==> config.mk <==
export PLATFORM = sky130hd
export DESIGN_NAME = mwid_cell
export DESIGN_NICKNAME = d
export VERILOG_FILES = /design/src/rtl/median_window_ir_distance_core_defines.svh /design/src/rtl/mwid_pkg.sv /design/src/rtl/mwid_cell.sv
export SDC_FILE = /design/constraint.sdc
export NUM_CORES = 1
export LEC_CHECK = 0
export BUFFER_PORTS_ARGS = -buffer_cell sky130_fd_sc_hd__buf_2
export CAP_MARGIN = 20
export CORE_MARGIN = 3
export CORE_UTILIZATION = 43
export DETAILED_ROUTE_END_ITERATION = 7
export GPL_TIMING_DRIVEN = 0
export HOLD_SLACK_MARGIN = 0.03
export PLACE_DENSITY = 0.8
export SLEW_MARGIN = 15
export SYNTH_ARGS = -nofsm -noshare
export SYNTH_HDL_FRONTEND = slang
export SYNTH_SLANG_ARGS = --single-unit
==> constraint.sdc <==
create_clock -name clk -period 1.8 [get_ports clk]
set_clock_uncertainty 0.1 [all_clocks]
set_input_delay 0.18 -clock clk [delete_from_list [all_inputs] [get_ports clk]]
set_output_delay 0.18 -clock clk [all_outputs]
set_load 0.005 [all_outputs]
==> src/rtl/median_window_ir_distance_core_defines.svh <==
// ----------------------------------------------------------------------------
// median_window_ir_distance_core_defines
// Assertion helper macros for the median window distance core.
// ----------------------------------------------------------------------------
`ifndef MEDIAN_WINDOW_IR_DISTANCE_CORE_DEFINES_SVH
`define MEDIAN_WINDOW_IR_DISTANCE_CORE_DEFINES_SVH

// Implication checked on every rising clock edge outside reset.
`define MWID_ASSERT_IMP(label, clk, rst_n, ante, cons, msg) \
  label: assert property (@(posedge clk) disable iff (!rst_n) (ante) |-> (cons)) \
    else $error(msg);

// Next-cycle implication checked outside reset.
`define MWID_ASSERT_NEXT(label, clk, rst_n, ante, cons, msg) \
  label: assert property (@(posedge clk) disable iff (!rst_n) (ante) |=> (cons)) \
    else $error(msg);

`endif

==> src/rtl/mwid_pkg.sv <==
// ----------------------------------------------------------------------------
// mwid_pkg
// Shared types and constants of the median window distance core.
// ----------------------------------------------------------------------------
package mwid_pkg;
  localparam int RAW_W  = 10;
  localparam int DIST_W = 8;
  localparam int NUM_W  = 16;
  localparam int CFG_IDX_W = 3;
  localparam int CFG_DAT_W = 16;

  typedef enum logic [CFG_IDX_W-1:0] {
    REG_MIN_RAW    = 3'd0,
    REG_SCALE_NUM  = 3'd1,
    REG_RAW_OFFSET = 3'd2,
    REG_FRONT_TRIM = 3'd3,
    REG_LEFT_TRIM  = 3'd4,
    REG_RIGHT_TRIM = 3'd5,
    REG_MAX_DIST   = 3'd6
  } cfg_reg_t;

  typedef enum logic [2:0] {
    ST_IDLE,
    ST_COUNT,
    ST_PICK,
    ST_DIVIDE,
    ST_FINISH,
    ST_OUT
  } state_t;

  typedef struct packed {
    logic [RAW_W-1:0] left_raw;
    logic [RAW_W-1:0] front_raw;
    logic [RAW_W-1:0] right_raw;
  } in_word_t;

  typedef struct packed {
    logic [DIST_W-1:0] left_distance;
    logic [DIST_W-1:0] front_distance;
    logic [DIST_W-1:0] right_distance;
  } out_word_t;

  // control from sequencer to the window cells
  typedef struct packed {
    logic load;   // write new samples into the selected slot
    logic clear;  // clear rank counters and reload the rotating copy
    logic rotate; // shift the row one cell and count ranks
  } cell_ctl_t;
endpackage

==> src/rtl/mwid_cell.sv <==
// ----------------------------------------------------------------------------
// mwid_cell
// One window slot of one channel: holds a sample, passes a rotating copy
// to its neighbor and counts how many rotating values rank below it.
// ----------------------------------------------------------------------------
module mwid_cell #(
  parameter int CNT_W = 3
) (
  input  logic                    clk,
  input  logic                    rst_n,
  input  mwid_pkg::cell_ctl_t     ctl,
  input  logic                    wr_sel,
  input  logic [mwid_pkg::RAW_W-1:0] wr_data,
  input  logic [mwid_pkg::RAW_W-1:0] rot_in,
  input  logic                    self_lower, // rotating copy came from a lower slot
  output logic [mwid_pkg::RAW_W-1:0] hold_out,
  output logic [mwid_pkg::RAW_W-1:0] rot_out,
  output logic [CNT_W-1:0]        less_cnt
);
  import mwid_pkg::*;

  logic [RAW_W-1:0] hold_r, rot_r;
  logic [CNT_W-1:0] cnt_r;

  always_ff @(posedge clk) begin
    if (!rst_n) begin
      hold_r <= '0;
      rot_r  <= '0;
      cnt_r  <= '0;
    end else begin
      if (ctl.load && wr_sel) begin
        hold_r <= wr_data;
      end
      if (ctl.clear) begin
        cnt_r <= '0;
        rot_r <= (ctl.load && wr_sel) ? wr_data : hold_r;
      end else if (ctl.rotate) begin
        // stable rank: ties broken by slot position
        if (rot_in < hold_r || (rot_in == hold_r && self_lower)) begin
          cnt_r <= cnt_r + CNT_W'(1);
        end
        rot_r <= rot_in;
      end
    end
  end

  assign hold_out = hold_r;
  assign rot_out  = rot_r;
  assign less_cnt = cnt_r;
endmodule

==> impl_metrics.env <==
export IMPL_status="complete, but fails checks"
export IMPL_violations="negative setup slack"
export IMPL_yosys_area_top_type="dfxtp_1"
export IMPL_yosysTopAreaCellShare=0.366
export IMPL_fp_dieW_um=60.1
export IMPL_cap_violations=0
export IMPL_synth_edf_count=0
export IMPL_antenna_found_initial=0
export IMPL_synthMostInstantiatedCell="nand2_1"
export IMPL_critPathRequiredTime_ns=1.93
export IMPL_worst_pin_slew_ns=0.494
export IMPL_layout_setup_ws_ns=-0.0368
export IMPL_grt_use_total=0.194
export IMPL_p_leak_nw=0.832
export IMPL_async_reset_ff_frac=0
export IMPL_max_slew_margin=0.671
export IMPL_ant_nets=0
export IMPL_numCtsBuffers=3
export IMPL_syn_inst=141
export IMPL_drt_iter0_markers=67
export IMPL_vias=1216
export IMPL_fin_crit_sh=1.02
export IMPL_criticalPathCategory="reg -> reg"
export IMPL_max_freq_mhz=544
export IMPL_grt_overflow_total=0
export IMPL_rows=18
export IMPL_finish_utilization=0.635
export IMPL_drive_above_1_share=0.418
export IMPL_clk_path_buf_depth=2
export IMPL_dp_hpwl_mm=2.54
export IMPL_arrival_ns=1.97
export IMPL_io_buffers=47
export IMPL_die_area_um2=3610
export IMPL_yosys_warnings=0
export IMPL_ir_worst_vdd_mv=0.410
export IMPL_setup_violations_final=1
export IMPL_yosys_register_bits=23
export IMPL_syn_to_final_growth_pct=33.0
export IMPL_clock_sinks=23
export IMPL_synth_area_leaders="dfxtp_1 (37%), ha_1 (11%), mux2i_1 (8.7%), nand2_1 (7.2%), inv_1 (3.9%)"
export IMPL_cts_clk_slew_worst_paths_ns=0.13
export IMPL_n_antenna_cell=0
export IMPL_htreeDepth=1
export IMPL_pre_cts_slack_ns=-0.119
export IMPL_rsz0062_at_grt="yes"
export IMPL_crit_path_max_fanout=4
export IMPL_num_fill_cells=245
export IMPL_slew_viol_final=0
export IMPL_critPathLaunchType="flip-flop"
export IMPL_drt_pass1_iterations=4
export IMPL_root_buffer="clkbuf_4"
export IMPL_drc=0
export IMPL_top_level_ports=50
export IMPL_routedWlPerCell_um=15.1
export IMPL_synth_distinct_cells=26
export IMPL_syn_nets=179
export IMPL_synth_commonest_cells="nand2_1 (24), dfxtp_1 (23), inv_1 (13)"
export IMPL_routed_wl_mm=3.42
export IMPL_synth_seq_area_share=0.366
export IMPL_design_area_um2=1670
export IMPL_cts_tree="built"
export IMPL_critPathCaptureType="flip-flop"
export IMPL_die_y_um=60.1
export IMPL_viasPerCell=5.38
export IMPL_hold_violations=0
export IMPL_hold_path_class="in -> reg"
export IMPL_dpl_cell_area_um2=1530
export IMPL_nets=235
export IMPL_multi_input_area_um2=800
export IMPL_regArea_um2=470
export IMPL_post_synth_cell_area_avg_um2=8.93
export IMPL_clk_latency_ns=0.32
export IMPL_synth_ff_type="dfxtp_1"
export IMPL_initial_utilization=0.478
export IMPL_core_um2=2640
export IMPL_grt_max_degree=13
export IMPL_place_congestion=0.774
export IMPL_first_global_vias=1219
export IMPL_powerDensity_nw_per_um2=626
export IMPL_syn_area_um2=1260
export IMPL_layout_min_cycle_time_ns=1.84
export IMPL_grt_pass1_wl_mm=5.33
## cell families (layout without fill, tap and decap cells)
logic type,Yosys count,after routing,synth area share
AO/OA/AOI/OAI,29,29,0.171
AND/OR/NAND/NOR,44,44,0.173
adder cells (fa/ha/maj),11,11,0.109
buffers and inverters,19,74,0.0577
flip-flops,23,23,0.366
multiplexers,15,15,0.123
## metrics by stage
| step | power (W) | std cells | hold slack, ns | setup TNS (ns) |
|---|---|---|---|---|
| 2_1_floorplan | 0.000680 | 141 | 0.236 | 0 |
| 3_3_place_gp | 0.000760 | 218 | 0.358 | -0.103 |
| 3_5_place_dp | 0.000772 | 218 | 0.366 | -0.289 |
| 4_1_cts | 0.00103 | 223 | 0.0375 | -0.0118 |
| 5_1_grt | 0.00110 | 226 | 0.0451 | -0.241 |
| 6_report | 0.00105 | 226 | 0.0358 | -0.0368 |
## critical path: stages (launching register included)
cell	delay, ns
dfxtp_2	0.37
inv_1	0.05
ha_1	0.32
a21oi_2	0.15
o21ai_1	0.11
a221oi_4	0.33
o21ai_2	0.13
o41ai_2	0.20
## cell type report
type,instances,area share
sequential,23,0.281
buffer,6,0.0142
clock buffer,4,0.0157
tap,30,0.0224
inverter,13,0.0291
multi-input combinational,99,0.478
timing repair buffer,51,0.160
## what timing repair did
item / 4_1_cts / 5_1_grt
hold endpoints to repair: 0 / 1
pin swaps: 5 / 2
setup buffers: 1 / 2
hold buffers: 0 / 1
endpoints found under the setup margin: 3 / 3
resized for setup: 14 / 6
## placed cells by master (no fill, tap or decap), types with 7 or more instances in the layout
| cell | instances |
|---|---|
| nand3_1 | 7 |
| dfxtp_2 | 8 |
| mux2i_1 | 11 |
| ha_1 | 7 |
| dfxtp_1 | 15 |
| o21ai_0 | 7 |
| nand2_1 | 23 |
| buf_2 | 48 |
| inv_1 | 10 |
## flip-flops by register name, indices dropped and copies added (netlist names)
signal    cells
less_cnt      3
rot_out      10
hold_out     10
## worst paths after layout
check / start / to / slack, ns / cells after the start
max: hold_out[5] / less_cnt[2] / -0.04 / 7
min: wr_data[3] / hold_out[3] / 0.04 / 3
max reg2reg: hold_out[5] / less_cnt[2] / -0.04 / 7
min reg2reg: less_cnt[2] / less_cnt[2] / 0.39 / 1
## where the power goes
| group | internal [W] | switching [W] |
|---|---|---|
| sequential | 0.000537 | 0.0000168 |
| clock | 0.0000868 | 0.000164 |
| combinational | 0.000117 | 0.000126 |
| total | 0.000741 | 0.000307 |
## layer usage
layer,track usage,part of all wire
met5,0,0
met4,0.0538,0.020
met3,0.0238,0.067
met2,0.346,0.49
met1,0.243,0.43
Note: power is estimated with default switching activity, not from simulation.
