## config.mk

```make
export PLATFORM = sky130hd
export DESIGN_NAME = mwid_divider
export DESIGN_NICKNAME = d
export VERILOG_FILES = /design/src/rtl/median_window_ir_distance_core_defines.svh /design/src/rtl/mwid_pkg.sv /design/src/rtl/mwid_divider.sv
export SDC_FILE = /design/constraint.sdc
export NUM_CORES = 1
export LEC_CHECK = 0
export BUFFER_PORTS_ARGS = -buffer_cell sky130_fd_sc_hd__buf_2
export CAP_MARGIN = 20
export CORE_MARGIN = 2
export CORE_UTILIZATION = 40
export DETAILED_ROUTE_END_ITERATION = 8
export RECOVER_POWER = 25
export SYNTH_ARGS = -nofsm -noshare
export SYNTH_HDL_FRONTEND = slang
export SYNTH_SLANG_ARGS = --single-unit
```

## constraint.sdc

```tcl
create_clock -name clk -period 3.8 [get_ports clk]
set_clock_uncertainty 0.2 [all_clocks]
set_input_delay 0.76 -clock clk [delete_from_list [all_inputs] [get_ports clk]]
set_output_delay 0.76 -clock clk [all_outputs]
set_load 0.05 [all_outputs]
```

## src/rtl/median_window_ir_distance_core_defines.svh

```systemverilog
// ----------------------------------------------------------------------------
// median_window_ir_distance_core_defines
// Assertion helper macros for the median window distance core.
// ----------------------------------------------------------------------------
`ifndef MEDIAN_WINDOW_IR_DISTANCE_CORE_DEFINES_SVH
`define MEDIAN_WINDOW_IR_DISTANCE_CORE_DEFINES_SVH

// Implication checked on every rising clock edge outside reset.
`define MWID_ASSERT_IMP(label, clk, rst_n, ante, cons, msg) \
  label: assert property (@(posedge clk) disable iff (!rst_n) (ante) |-> (cons)) \
    else $error(msg);

// Next-cycle implication checked outside reset.
`define MWID_ASSERT_NEXT(label, clk, rst_n, ante, cons, msg) \
  label: assert property (@(posedge clk) disable iff (!rst_n) (ante) |=> (cons)) \
    else $error(msg);

`endif

```

## src/rtl/mwid_pkg.sv

```systemverilog
// ----------------------------------------------------------------------------
// mwid_pkg
// Shared types and constants of the median window distance core.
// ----------------------------------------------------------------------------
package mwid_pkg;
  localparam int RAW_W  = 10;
  localparam int DIST_W = 8;
  localparam int NUM_W  = 16;
  localparam int CFG_IDX_W = 3;
  localparam int CFG_DAT_W = 16;

  typedef enum logic [CFG_IDX_W-1:0] {
    REG_MIN_RAW    = 3'd0,
    REG_SCALE_NUM  = 3'd1,
    REG_RAW_OFFSET = 3'd2,
    REG_FRONT_TRIM = 3'd3,
    REG_LEFT_TRIM  = 3'd4,
    REG_RIGHT_TRIM = 3'd5,
    REG_MAX_DIST   = 3'd6
  } cfg_reg_t;

  typedef enum logic [2:0] {
    ST_IDLE,
    ST_COUNT,
    ST_PICK,
    ST_DIVIDE,
    ST_FINISH,
    ST_OUT
  } state_t;

  typedef struct packed {
    logic [RAW_W-1:0] left_raw;
    logic [RAW_W-1:0] front_raw;
    logic [RAW_W-1:0] right_raw;
  } in_word_t;

  typedef struct packed {
    logic [DIST_W-1:0] left_distance;
    logic [DIST_W-1:0] front_distance;
    logic [DIST_W-1:0] right_distance;
  } out_word_t;

  // control from sequencer to the window cells
  typedef struct packed {
    logic load;   // write new samples into the selected slot
    logic clear;  // clear rank counters and reload the rotating copy
    logic rotate; // shift the row one cell and count ranks
  } cell_ctl_t;
endpackage

```

## src/rtl/mwid_divider.sv

```systemverilog
// ----------------------------------------------------------------------------
// mwid_divider
// Restoring divider, one quotient bit per cycle, 16-bit dividend and quotient, 10-bit divisor.
// ----------------------------------------------------------------------------
module mwid_divider (
  input  logic                       clk,
  input  logic                       rst_n,
  input  logic                       start,
  input  logic [mwid_pkg::NUM_W-1:0] dividend,
  input  logic [mwid_pkg::RAW_W-1:0] divisor,
  output logic                       done,
  output logic [mwid_pkg::NUM_W-1:0] quotient
);
  import mwid_pkg::*;

  logic [NUM_W-1:0] q_r;
  logic [RAW_W:0]   rem_r;
  logic [RAW_W-1:0] dvs_r;
  logic [4:0]       cnt_r;
  logic             busy_r;
  logic [RAW_W+1:0] trial;

  assign trial = {rem_r, q_r[NUM_W-1]} - {2'b00, dvs_r};

  always_ff @(posedge clk) begin
    if (!rst_n) begin
      busy_r <= 1'b0;
      cnt_r  <= '0;
    end else if (start) begin
      busy_r <= 1'b1;
      cnt_r  <= 5'(NUM_W);
      q_r    <= dividend;
      rem_r  <= '0;
      dvs_r  <= divisor;
    end else if (busy_r) begin
      if (!trial[RAW_W+1]) begin
        rem_r <= trial[RAW_W:0];
        q_r   <= {q_r[NUM_W-2:0], 1'b1};
      end else begin
        rem_r <= {rem_r[RAW_W-1:0], q_r[NUM_W-1]};
        q_r   <= {q_r[NUM_W-2:0], 1'b0};
      end
      cnt_r <= cnt_r - 5'd1;
      if (cnt_r == 5'd1) begin
        busy_r <= 1'b0;
      end
    end
  end

  assign done     = busy_r && (cnt_r == 5'd1);
  assign quotient = q_r;
endmodule
```

==> impl_metrics.yaml, run 1 <==
outcome:
  status: "finished with violations"
  violations: "max-capacitance violations, max-slew violations"
placed_design:
  dp_hpwl_um: 3080
  port_buffers: 45
  placed_area_um2: 2620
  place_congestion: 0.787
global_routing:
  grt_pass1_wl_um: 7030
  grt_pass1_vias: 1532
  grt_usage_pct: 14.3
  overflow: 0
  antenna_found_initial: 0
  grt_max_degree: 28
pwr:
  ir_worst_vdd_uv: 200
  combPwrFrac_pct: 26.9
  pwr-share-clk_pct: 23.5
  p_int_mw: 0.821
  p_per_area_nw_per_um2: 434
  seqPwrFrac_pct: 49.6
  swShare_pct: 29.8
  switchingPower_mw: 0.349
  p_leak_nw: 1.11
clock_tree:
  cts_resized: 0
  clock_tree.root_cell: "clkbuf_8"
  insertion_delay_ns: 0.29
  path_clk_slew_ns: 0.08
  cts_buffers: 5
  cts_tree: "done"
  cts.sinks: 43
  cts_hold_buf: 0
  post_cts_buffers: 0
  clk_path_buf_depth: 2
  htreeDepth: 2
setup_path:
  crit_path_end_kind: "flip-flop"
  required_ns: 3.64
  r2r_cells: 7
  rr_startpoint: "rem_r[6]"
  critical_path_class: "flip-flop to flip-flop"
  r2r_setup_slack_ns: 0.88
  start_kind: "flip-flop"
  r2r_end: "rem_r[10]"
  cp_max_fo: 14
  arrival_ns: 2.77
  startpoint: "rem_r[6]"
yosys:
  syn-instance-count: 188
  ys_ff_latch: 43
  synth_edf_count: 37
  synth_area_um2: 2310
  synth.distinct_cells: 42
  syn-num-nets: 230
  ys_seq_area_share_pct: 53.2
  synth_top_flop_cell: "edfxtp_1"
  async_flop_share_pct: 0
  yosysWarnings: 0
  avgSynthCellArea_um2: 12.3
worst_hold_path:
  hold_end: "cnt_r[1]"
  min_from: "cnt_r[1]"
  hold_path_class: "flip-flop to flip-flop"
  min_path_cells: 2
route:
  first_iter_violations: 87
  antenna_left: 0
  drcViolationCount: 0
  routed_wl_um: 4270
  dr.pass1.iters: 4
  wire_per_inst_um: 13.8
  vias: 1580
  viasPerCell: 5.10
timing:
  finalHoldViolCount: 0
  setup_viol: 0
  fmax_ghz: 0.342
  rsz0062_at_grt: "false"
  slew_violations: 28
  fin_crit_sh_pct: 77.0
  worstMarginPinSlew_ns: 1.61
  slew_headroom_pct: -7.44
  setup_tns_ns: 0
  min_period_ns: 2.92
cells_and_area:
  fillers: 548
  layout_common_cells: "buf_2, edfxtp_1, mux2_2"
  design_area_um2: 2690
  final_nets: 279
  layout-drive-gt1-share_pct: 31.5
  final_common_cell: "buf_2"
  n_antenna_cell: 0
  area_growth_pct: 16.5
die:
  coreArea_um2: 5540
  dieHeight_um: 80.0
  io_pins: 46
  die_area_um2: 6400
  die_w_um: 80.0
  row_count: 27
  start_util_pct: 41.7
run:
  cap_violations: 1
synthesized netlist by cell type, types with 2 or more instances:
library cell  instances  area (µm²)
nor3_1                2        10.0
and2_1                2        12.5
mux2_2               16         180
nor4_1                2        12.5
inv_1                15        56.3
o21ai_0               4        20.0
ha_1                 12         150
xor2_1                5        43.8
a21oi_1               9        45.0
edfxtp_1             37        1110
dfxtp_1               6         120
nor2b_1               3        18.8
nand2_1               8        30.0
nand3_1               2        10.0
xnor2_1               6        52.6
a21o_1                3        22.5
mux2i_1               7        70.1
nor2_1               15        56.3
o211ai_1              2        15.0
o21a_1                4        30.0
a211oi_1              3        22.5
clkbuf_1              4        15.0
a31oi_1               2        12.5
cell families after synthesis:
| group | after synthesis | synth area share [%] |
|---|---|---|
| adders and majority gates | 13 | 7.36 |
| and+or+nand+nor | 42 | 9.63 |
| AOI/OAI and AO/OA | 35 | 10.7 |
| muxes | 24 | 11.3 |
| buffers and inverters | 20 | 3.57 |
| xor gates and xnor gates | 11 | 4.17 |
| DFF | 43 | 53.2 |
worst max-delay path by stage:
stage / to / slack [ns] / depth (start not counted)
3_3_place_gp: rem_r[10] / 0.92 / 7
4_1_cts: rem_r[10] / 0.86 / 7
6_report: rem_r[10] / 0.88 / 7
3_5_place_dp: rem_r[10] / 0.88 / 7
2_1_floorplan: done / 1.08 / 3
5_1_grt: rem_r[10] / 0.72 / 7
routing by layer:
layer / global-route usage (%) / wire length [µm] / up-vias
met4: 4.58 / 31 / 0
met2: 23.5 / 2140 / 20
met3: 3.62 / 146 / 2
met1: 18.4 / 1960 / 772
li1: - / - / 786
met5: 0 / 0 / -
metrics by stage:
stage | utilization (%) | cells | hold WS, ns | setup WS (ns) | total power, mW
after floorplan | - | 188 | 0.269 | 1.08 | 0.841
after global placement | 47.2 | 302 | 0.285 | 0.918 | 0.905
after detailed placement | 47.2 | 302 | 0.293 | 0.878 | 0.906
after CTS | 48.7 | 310 | 0.305 | 0.863 | 1.19
after global routing | 48.6 | 310 | 0.335 | 0.717 | 1.24
final | 48.6 | 310 | 0.307 | 0.876 | 1.17
layout make-up:
type | instances | area [µm²] | share of cell area, %
flip-flops and latches | 43 | 1230 | 45.7
well taps | 72 | 90.1 | 3.35
clock buffers | 7 | 76.3 | 2.83
multi-input cells | 125 | 998 | 37.1
clock inverters | 1 | 5.00 | 0.186
repair buffers | 47 | 235 | 8.74
inverters | 15 | 56.3 | 2.09
registers in the layout, summed over array words and instances, names as in the netlist:
register and cells:
quotient 16, rem_r 11, dvs_r 10, cnt_r 5, busy_r 1
power groups by stage:
stage | clock (mW) | sequential (mW) | combinational, mW
floorplan | 0 | 0.626 | 0.215
global placement | 0 | 0.590 | 0.315
detailed placement | 0 | 0.591 | 0.315
CTS | 0.288 | 0.580 | 0.318
global route | 0.302 | 0.585 | 0.348
finish | 0.275 | 0.580 | 0.314
critical path: stages, from the launching register on:
cell and delay, ns:
edfxtp_1 0.40, ha_1 0.40, and3_2 0.26, a221o_1 0.33, a22oi_2 0.24, nand3b_4 0.24
a211oi_2 0.27, mux2_1 0.34
Note: power is estimated with default switching activity, not from simulation.
==> run 2, diff against run 1 <==
clock period = 2.4 ns   (was 3.8 ns; I/O delays follow)
==> run 2 against run 1 <==
The flow finishes with violations (negative setup slack). Largest cell class unchanged. Count of clock-buffer cells in the layout decreased by 1. Setup slack got worse by 0.98 ns. Non-clock buffer count increased by 32. Sequential power increased by 59%. Critical endpoint unchanged. Core utilization increased by 7.1 points.
==> impl_metrics.yaml, run 2 (synthesized netlist as in run 1, its figures left out) <==
outcome:
  status: "finished with violations"
  violations: "negative setup slack"
cells_and_area:
  largest_register_ffs: 16
  register_area_um2: 1230
  final_nets: 311
  fillers: 513
  utilization_pct: 55.7
  multi_input_area_um2: 1120
  final_common_cell: "buf_2"
  area_growth_pct: 33.5
  n_antenna_cell: 0
  layout_common_cells: "buf_2, edfxtp_1, buf_4"
  layout-drive-gt1-share_pct: 47.8
route:
  viasPerCell: 4.98
  first_iter_violations: 69
  drcViolationCount: 0
  dr.pass1.iters: 4
  antenna_left: 0
  wire_per_inst_um: 13.9
  vias: 1703
  routed_wl_um: 4770
clock_tree:
  cts.sinks: 43
  insertion_delay_ns: 0.30
  cts_tree: "done"
  path_clk_slew_ns: 0.08
  htreeDepth: 2
  clock_tree.root_cell: "clkbuf_8"
  cts_buffers: 5
  clk_path_buf_depth: 2
pwr:
  p_leak_nw: 1.27
  p_per_area_nw_per_um2: 666
  ir_worst_vdd_uv: 411
global_routing:
  overflow: 0
  grt_pass1_wl_um: 7770
  antenna_found_initial: 0
  grt_usage_pct: 15.9
  grt_max_degree: 28
  grt_pass1_vias: 1664
worst_hold_path:
  min_from: "divisor[5]"
  hold_path_class: "input pin to flip-flop"
  hold_end: "dvs_r[5]"
  min_path_cells: 1
die:
  die_w_um: 80.0
  row_count: 27
  io_pins: 46
  coreArea_um2: 5540
  dieHeight_um: 80.0
  start_util_pct: 41.7
  die_area_um2: 6400
placed_design:
  place_congestion: 0.818
  dp_hpwl_um: 3350
  dp_slack_ns: -0.193
  port_buffers: 45
timing:
  rsz0062_at_grt: "true"
  whs_ns: 0.149
  worstMarginPinSlew_ns: 0.772
  finalHoldViolCount: 0
  slew_violations: 0
  slew_headroom_pct: 48.5
  fmax_ghz: 0.399
  setup_ws_ns: -0.104
  setup_viol: 9
  fin_crit_sh_pct: 104
  min_period_ns: 2.50
setup_path:
  critical_path_class: "flip-flop to flip-flop"
  required_ns: 2.26
  rr_startpoint: "rem_r[5]"
  startpoint: "rem_r[5]"
  crit_path_end_kind: "flip-flop"
  cp_max_fo: 4
  r2r_cells: 7
  r2r_end: "rem_r[10]"
  start_kind: "flip-flop"
  arrival_ns: 2.36
  r2r_setup_slack_ns: -0.10
run:
  cap_violations: 0
[run 2: how the worst max path moves through the flow]
stage                            to  slack (ns)  cells past startpoint
after detailed placement  rem_r[10]       -0.19                      7
after global placement    rem_r[10]       -0.15                      7
final                     rem_r[10]       -0.10                      7
after floorplan           rem_r[10]       -0.17                      8
after CTS                  rem_r[9]       -0.08                      8
after global routing      rem_r[10]       -0.21                      7
[run 2: repair_timing]
| item | CTS | global route |
|---|---|---|
| setup buffers | 5 | 0 |
| setup endpoints to repair | 11 | 12 |
| hold buffers | 0 | 0 |
| endpoints found under the hold margin | 0 | 0 |
| gates resized for setup | 20 | 3 |
| pin swaps | 11 | 5 |
[run 2: critical path, cell delays in order, from the launching register on]
cell,delay (ns)
edfxtp_1,0.44
ha_4,0.24
a21o_1,0.19
a221o_1,0.32
a22oi_2,0.21
nand3b_4,0.12
a211oi_2,0.21
mux2_1,0.33
[run 2: per-stage QoR]
stage                     TNS (ns)  power [mW]  instance area (µm²)  instances
after global routing         -1.50        2.16                 3090        342
after floorplan             -0.228        1.36                 2370        188
after CTS                   -0.370        2.08                 3080        342
after global placement      -0.656        1.55                 2880        329
final                       -0.372        2.06                 3090        342
after detailed placement    -0.994        1.55                 2880        329
[run 2: layout make-up]
class	count	share of cell area, %
inverter	15	1.82
clock buffer	6	2.35
clock inverter	2	0.405
multi-input combinational	125	36.4
tap	72	2.92
sequential	43	39.9
timing repair buffer	79	16.2
[run 2: layer usage]
| layer | share of wire, % | up-vias | global-route usage, % |
|---|---|---|---|
| li1 | - | 851 | - |
| met1 | 47 | 828 | 20.6 |
| met2 | 49 | 17 | 26.2 |
| met3 | 2.4 | 7 | 3.28 |
| met4 | 1.6 | 0 | 6.10 |
| met5 | 0 | - | 0 |
[run 2: where the power goes]
| part | total, mW | switching (mW) | internal (mW) |
|---|---|---|---|
| sequential | 0.924 | 0.0362 | 0.888 |
| combinational | 0.674 | 0.341 | 0.333 |
| clock | 0.459 | 0.256 | 0.204 |
| total | 2.06 | 0.633 | 1.42 |
